$ cat src/design/assert_macros.svh
`ifndef ASSERT_MACROS_SVH
`define ASSERT_MACROS_SVH

`ifndef SYNTHESIS
// same-cycle implication on clk, held off during reset
`define AST_IMPL(lbl, ante, cons) \
  lbl: assert property (@(posedge clk) disable iff (!rst_n) (ante) |-> (cons)) \
    else $error("assertion failed");
// next-cycle implication on clk, held off during reset
`define AST_NEXT(lbl, ante, cons) \
  lbl: assert property (@(posedge clk) disable iff (!rst_n) (ante) |=> (cons)) \
    else $error("assertion failed");
`else
`define AST_IMPL(lbl, ante, cons)
`define AST_NEXT(lbl, ante, cons)
`endif

`endif

$ cat src/design/pfpe_pkg.sv
package pfpe_pkg;

  localparam int COLUMNS_DEF = 128;
  localparam int PAGES_DEF   = 8;

  localparam int OP_W      = 3;
  localparam int COL_IN_W  = 7;
  localparam int ROW_IN_W  = 6;
  localparam int ROW_BIT_W = 3;
  localparam int DATA_W    = 8;
  localparam int COL_OUT_W = 7;
  localparam int PG_OUT_W  = 3;

  typedef enum logic [OP_W-1:0] {
    OP_LOCATE = 3'd0,
    OP_WRITE  = 3'd1,
    OP_READ   = 3'd2,
    OP_PSET   = 3'd3,
    OP_FILL   = 3'd4
  } op_t;

  typedef enum logic [1:0] {
    AS_CURSOR,
    AS_LOCATE,
    AS_SWEEP
  } addr_sel_t;

  typedef enum logic [1:0] {
    WD_DATA,
    WD_PIXEL,
    WD_FILL,
    WD_ZERO
  } wdata_sel_t;

  typedef struct packed {
    logic       capture;
    logic       cur_locate;
    logic       cur_advance;
    logic       cur_fill_end;
    logic       mem_we;
    logic       mem_re;
    addr_sel_t  addr_sel;
    wdata_sel_t wdata_sel;
    logic       sweep_clr;
    logic       sweep_inc;
    logic       load_result;
    logic       result_rd;
  } cmd_t;

  typedef struct packed {
    op_t  op;
    logic sweep_last;
  } status_t;

endpackage

$ cat src/design/pfpe_ctrl.sv
module pfpe_ctrl (
  input  logic              clk,
  input  logic              rst_n,
  input  logic              in_valid,
  output logic              in_stall,
  output logic              out_valid,
  input  logic              out_stall,
  input  pfpe_pkg::status_t status,
  output pfpe_pkg::cmd_t    cmd
);

  typedef enum logic [2:0] {
    ST_CLEAR,
    ST_IDLE,
    ST_EXEC,
    ST_FETCH,
    ST_FILL
  } state_t;

  state_t state_r, state_nxt;
  logic   out_valid_r, out_valid_nxt;

  assign in_stall  = (state_r != ST_IDLE) || (out_valid_r && out_stall);
  assign out_valid = out_valid_r;

  always_comb begin
    state_nxt     = state_r;
    cmd           = '0;
    cmd.addr_sel  = pfpe_pkg::AS_CURSOR;
    cmd.wdata_sel = pfpe_pkg::WD_DATA;
    unique case (state_r)
      ST_CLEAR: begin
        cmd.mem_we    = 1'b1;
        cmd.addr_sel  = pfpe_pkg::AS_SWEEP;
        cmd.wdata_sel = pfpe_pkg::WD_ZERO;
        cmd.sweep_inc = 1'b1;
        if (status.sweep_last) begin
          state_nxt = ST_IDLE;
        end
      end
      ST_IDLE: begin
        if (in_valid && !in_stall) begin
          cmd.capture = 1'b1;
          state_nxt   = ST_EXEC;
        end
      end
      ST_EXEC: begin
        unique case (status.op)
          pfpe_pkg::OP_LOCATE: begin
            cmd.cur_locate  = 1'b1;
            cmd.load_result = 1'b1;
            state_nxt       = ST_IDLE;
          end
          pfpe_pkg::OP_WRITE: begin
            cmd.mem_we      = 1'b1;
            cmd.wdata_sel   = pfpe_pkg::WD_DATA;
            cmd.cur_advance = 1'b1;
            cmd.load_result = 1'b1;
            state_nxt       = ST_IDLE;
          end
          pfpe_pkg::OP_READ: begin
            cmd.mem_re = 1'b1;
            state_nxt  = ST_FETCH;
          end
          pfpe_pkg::OP_PSET: begin
            cmd.cur_locate = 1'b1;
            cmd.mem_re     = 1'b1;
            cmd.addr_sel   = pfpe_pkg::AS_LOCATE;
            state_nxt      = ST_FETCH;
          end
          pfpe_pkg::OP_FILL: begin
            cmd.sweep_clr = 1'b1;
            state_nxt     = ST_FILL;
          end
          default: begin
            cmd.load_result = 1'b1;
            state_nxt       = ST_IDLE;
          end
        endcase
      end
      ST_FETCH: begin
        if (status.op == pfpe_pkg::OP_PSET) begin
          cmd.mem_we      = 1'b1;
          cmd.wdata_sel   = pfpe_pkg::WD_PIXEL;
          cmd.cur_advance = 1'b1;
        end else begin
          cmd.result_rd = 1'b1;
        end
        cmd.load_result = 1'b1;
        state_nxt       = ST_IDLE;
      end
      ST_FILL: begin
        cmd.mem_we    = 1'b1;
        cmd.addr_sel  = pfpe_pkg::AS_SWEEP;
        cmd.wdata_sel = pfpe_pkg::WD_FILL;
        cmd.sweep_inc = 1'b1;
        if (status.sweep_last) begin
          cmd.cur_fill_end = 1'b1;
          cmd.load_result  = 1'b1;
          state_nxt        = ST_IDLE;
        end
      end
      default: begin
        state_nxt = ST_IDLE;
      end
    endcase
  end

  always_comb begin
    if (cmd.load_result) begin
      out_valid_nxt = 1'b1;
    end else if (out_stall) begin
      out_valid_nxt = out_valid_r;
    end else begin
      out_valid_nxt = 1'b0;
    end
  end

  always_ff @(posedge clk) begin
    if (!rst_n) begin
      state_r     <= ST_CLEAR;
      out_valid_r <= 1'b0;
    end else begin
      state_r     <= state_nxt;
      out_valid_r <= out_valid_nxt;
    end
  end

endmodule

$ cat config.mk
export PLATFORM = sky130hd
export DESIGN_NAME = pfpe_ctrl
export DESIGN_NICKNAME = d
export VERILOG_FILES = /design/src/design/assert_macros.svh /design/src/design/pfpe_pkg.sv /design/src/design/pfpe_ctrl.sv
export SDC_FILE = /design/constraint.sdc
export NUM_CORES = 1
export LEC_CHECK = 0
export BUFFER_PORTS_ARGS = -buffer_cell sky130_fd_sc_hd__buf_2
export CAP_MARGIN = 30
export CORE_AREA = 2 2 39 41
export DETAILED_ROUTE_END_ITERATION = 6
export DIE_AREA = 0 0 41 43
export PLACE_DENSITY = 0.64
export SYNTH_ARGS = -nofsm -noshare
export SYNTH_HDL_FRONTEND = slang
export SYNTH_SLANG_ARGS = --single-unit
$ cat constraint.sdc
create_clock -name clk -period 2.6 [get_ports clk]
set_clock_uncertainty 0.2 [all_clocks]
set_input_delay 0 -clock clk [delete_from_list [all_inputs] [get_ports clk]]
set_output_delay 0 -clock clk [all_outputs]
set_load 0.03 [all_outputs]
==> reports/qor.yml <==
clock_network:
  clk_latency_ps: 230
  cts_tree: "built"
  clockRootBuffer: "clkbuf_4"
  cts.clk_slew.worst_paths_ps: 40
  ctsResizeCount: 0
  cts_buffer_depth: 2
  numCtsBuffers: 3
  htreeDepth: 1
  cts.sinks: 4
power:
  irDropWorstVdd_mv: 0.242
  leakage_nw: 0.279
  power_mw: 0.221
  power-per-cell-area_mw_per_mm2: 399
worst_setup_path:
  worst_path_dominant_cell_family: "buffers and inverters"
  crit_required_ps: 2520
  cp_num_buf_inv: 3
  max_stage_delay_ps: 560
  worst_path_max_delay_cell: "dlygate4sd3_1"
  startpoint_type: "input port"
  cpMostUsedCell: "dlygate4sd3_1"
  crit_path_end_kind: "register"
  crit_type: "in2reg"
  cp.arrival_ps: 1970
  worst-path-max-fanout: 9
  path_cells: "dlygate4sd3_1 > buf_2 > or3b_1 > nand4_1 > a41oi_1 > dlygate4sd3_1"
drt:
  vias: 467
  dr.pass1.iters: 4
  drc: 0
  drtIter0Drc: 8
  viasPerCell: 4.97
  antenna_left: 0
  route.final.wire_length_mm: 1.01
  wl_per_cell_um: 10.7
timing:
  fin_tns_setup_ps: 0
  fmax_mhz: 486
  finalSetupViolations: 0
  holdWs_ps: 15.1
  timing.final.crit_share: 0.791
  rsz0062_at_grt: "false"
  fin_ws_ps: 544
  maxSlewViolCount: 0
  relSlewSlack: 0.754
  hold_viol: 0
  worstMarginPinSlew_ps: 368
  fin_crit_ps: 2060
die:
  fp-row-count: 14
  start_util: 0.283
  die_h_um: 43
  die-area_mm2: 0.00176
  core-area_mm2: 0.00138
  pin_count: 24
  die_width_um: 41
logic_synthesis:
  synth_edf_count: 0
  syn_area_um2: 392
  ys.flop_type: "dfxtp_1"
  syn_nets: 61
  syn_avg_cell_area_um2: 7.39
  synth.distinct_cells: 27
  seq_area_frac_synth: 0.204
  ys_ff_latch: 4
  ys_async_sr_fraction: 0
  synthCells: 53
  synth_warnings: 0
global_route:
  grt_usage: 0.122
  grt_pass1_vias: 354
  grt_max_degree: 12
  antenna_found_initial: 0
  grt_pass1_wl_mm: 1.50
  grt-ovfl-total: 0
finish:
  layout.nets: 88
  layout.cells.non_filler: 94
  drive_gt1_frac: 0.359
  diodes: 0
  syn2layout_area_growth_pct: 41.9
placement:
  pre_cts_ws_ps: 1020
  place_hpwl_um: 747
  place_inst: 85
  port_buffers: 23
  place_congestion: 0.805
run:
  drv_cap: 0
status:
  status: "finished, final reports clean"
worst_hold_path:
  hold_class: "in2reg"
power breakdown:
group          internal, mW  switching, mW  leakage (nW)
combinational        0.0298         0.0475         0.233
clock                0.0515         0.0237        0.0138
sequential           0.0640        0.00488        0.0326
total                 0.145         0.0761         0.279
worst paths after layout:
| check | start | endpoint | slack (ps) | cells past startpoint |
|---|---|---|---|---|
| hold reg to reg | state_r[1] | state_r[0] | 480 | 2 |
| setup / recovery | status[2] | out_valid | 540 | 6 |
| setup reg to reg | state_r[1] | state_r[2] | 590 | 4 |
| hold / removal | status[3] | state_r[1] | 20 | 4 |
registers in the layout, indices dropped and copies added (netlist names):
signal     count
out_valid      1
state_r        3
what timing repair did:
action | CTS | global route
setup buffers | 0 | 0
endpoints found under the hold margin | 4 | 0
hold buffers | 6 | 0
cell type report:
class                      count  area (um^2)
fill                         141          828
multi-input combinational     39          246
timing repair buffer          29          175
sequential                     4         80.1
clock buffer                   3         22.5
tap                           16         20.0
inverter                       3         11.3
cells in the mapped netlist, types with 2 or more instances:
cell	instances	area [um^2]
nand2_1	2	7.51
nor2_1	6	22.5
dfxtp_1	4	80.1
inv_1	3	11.3
a21oi_1	4	20.0
nor3_1	3	15.0
and3_1	3	18.8
or3b_1	2	17.5
buf_4	5	37.5
nand3_1	4	20.0
stage by stage:
| step | instance area, um^2 | util |
|---|---|---|
| 2_1_floorplan | 392 | - |
| 3_3_place_gp | 473 | 0.342 |
| 3_5_place_dp | 473 | 0.342 |
| 4_1_cts | 556 | 0.401 |
| 5_1_grt | 556 | 0.401 |
| 6_report | 556 | 0.401 |
metal layers:
metal,routed length (um),GRT usage,vias to the layer above
li1,-,-,241
met1,493,0.170,206
met2,434,0.169,20
met3,79,0.0471,0
met4,0,0.0400,0
met5,0,0,-
worst min-delay path, stage by stage:
cell	delay, ps
buf_2	120
nor4b_1	70
a32oi_1	140
nor3_1	60
placed cells by master, fill, tap and decap left out:
cell type / Yosys / layout
nor3b_1: 1 / 1
a32oi_1: 1 / 1
nand3_1: 4 / 4
or3b_1: 2 / 2
or4b_1: 1 / 1
mux2_2: 1 / 1
nand4_1: 1 / 1
xnor2_1: 1 / 1
a41oi_1: 1 / 1
inv_1: 3 / 3
nand2_1: 2 / 2
and3_1: 3 / 3
nand2b_1: 1 / 1
o22ai_1: 1 / 1
nor2b_1: 1 / 1
a21bo_2: 1 / 1
nor4b_1: 1 / 1
clkbuf_4: 0 / 3
buf_2: 1 / 23
dlygate4sd3_1: 0 / 6
xor2_1: 1 / 1
nor2_1: 6 / 6
nor3_1: 3 / 3
a21oi_1: 4 / 4
a2bb2oi_1: 1 / 1
a31o_1: 1 / 1
dfxtp_1: 4 / 4
cell families after synthesis:
family,Yosys count,share of synthesized area
and+or+nand+nor,26,0.374
AOI/OAI and AO/OA,10,0.182
DFF,4,0.204
muxes,1,0.0288
xor gates and xnor gates,2,0.0447
buffers and inverters,10,0.166
Power figures use the tool's default switching activity.
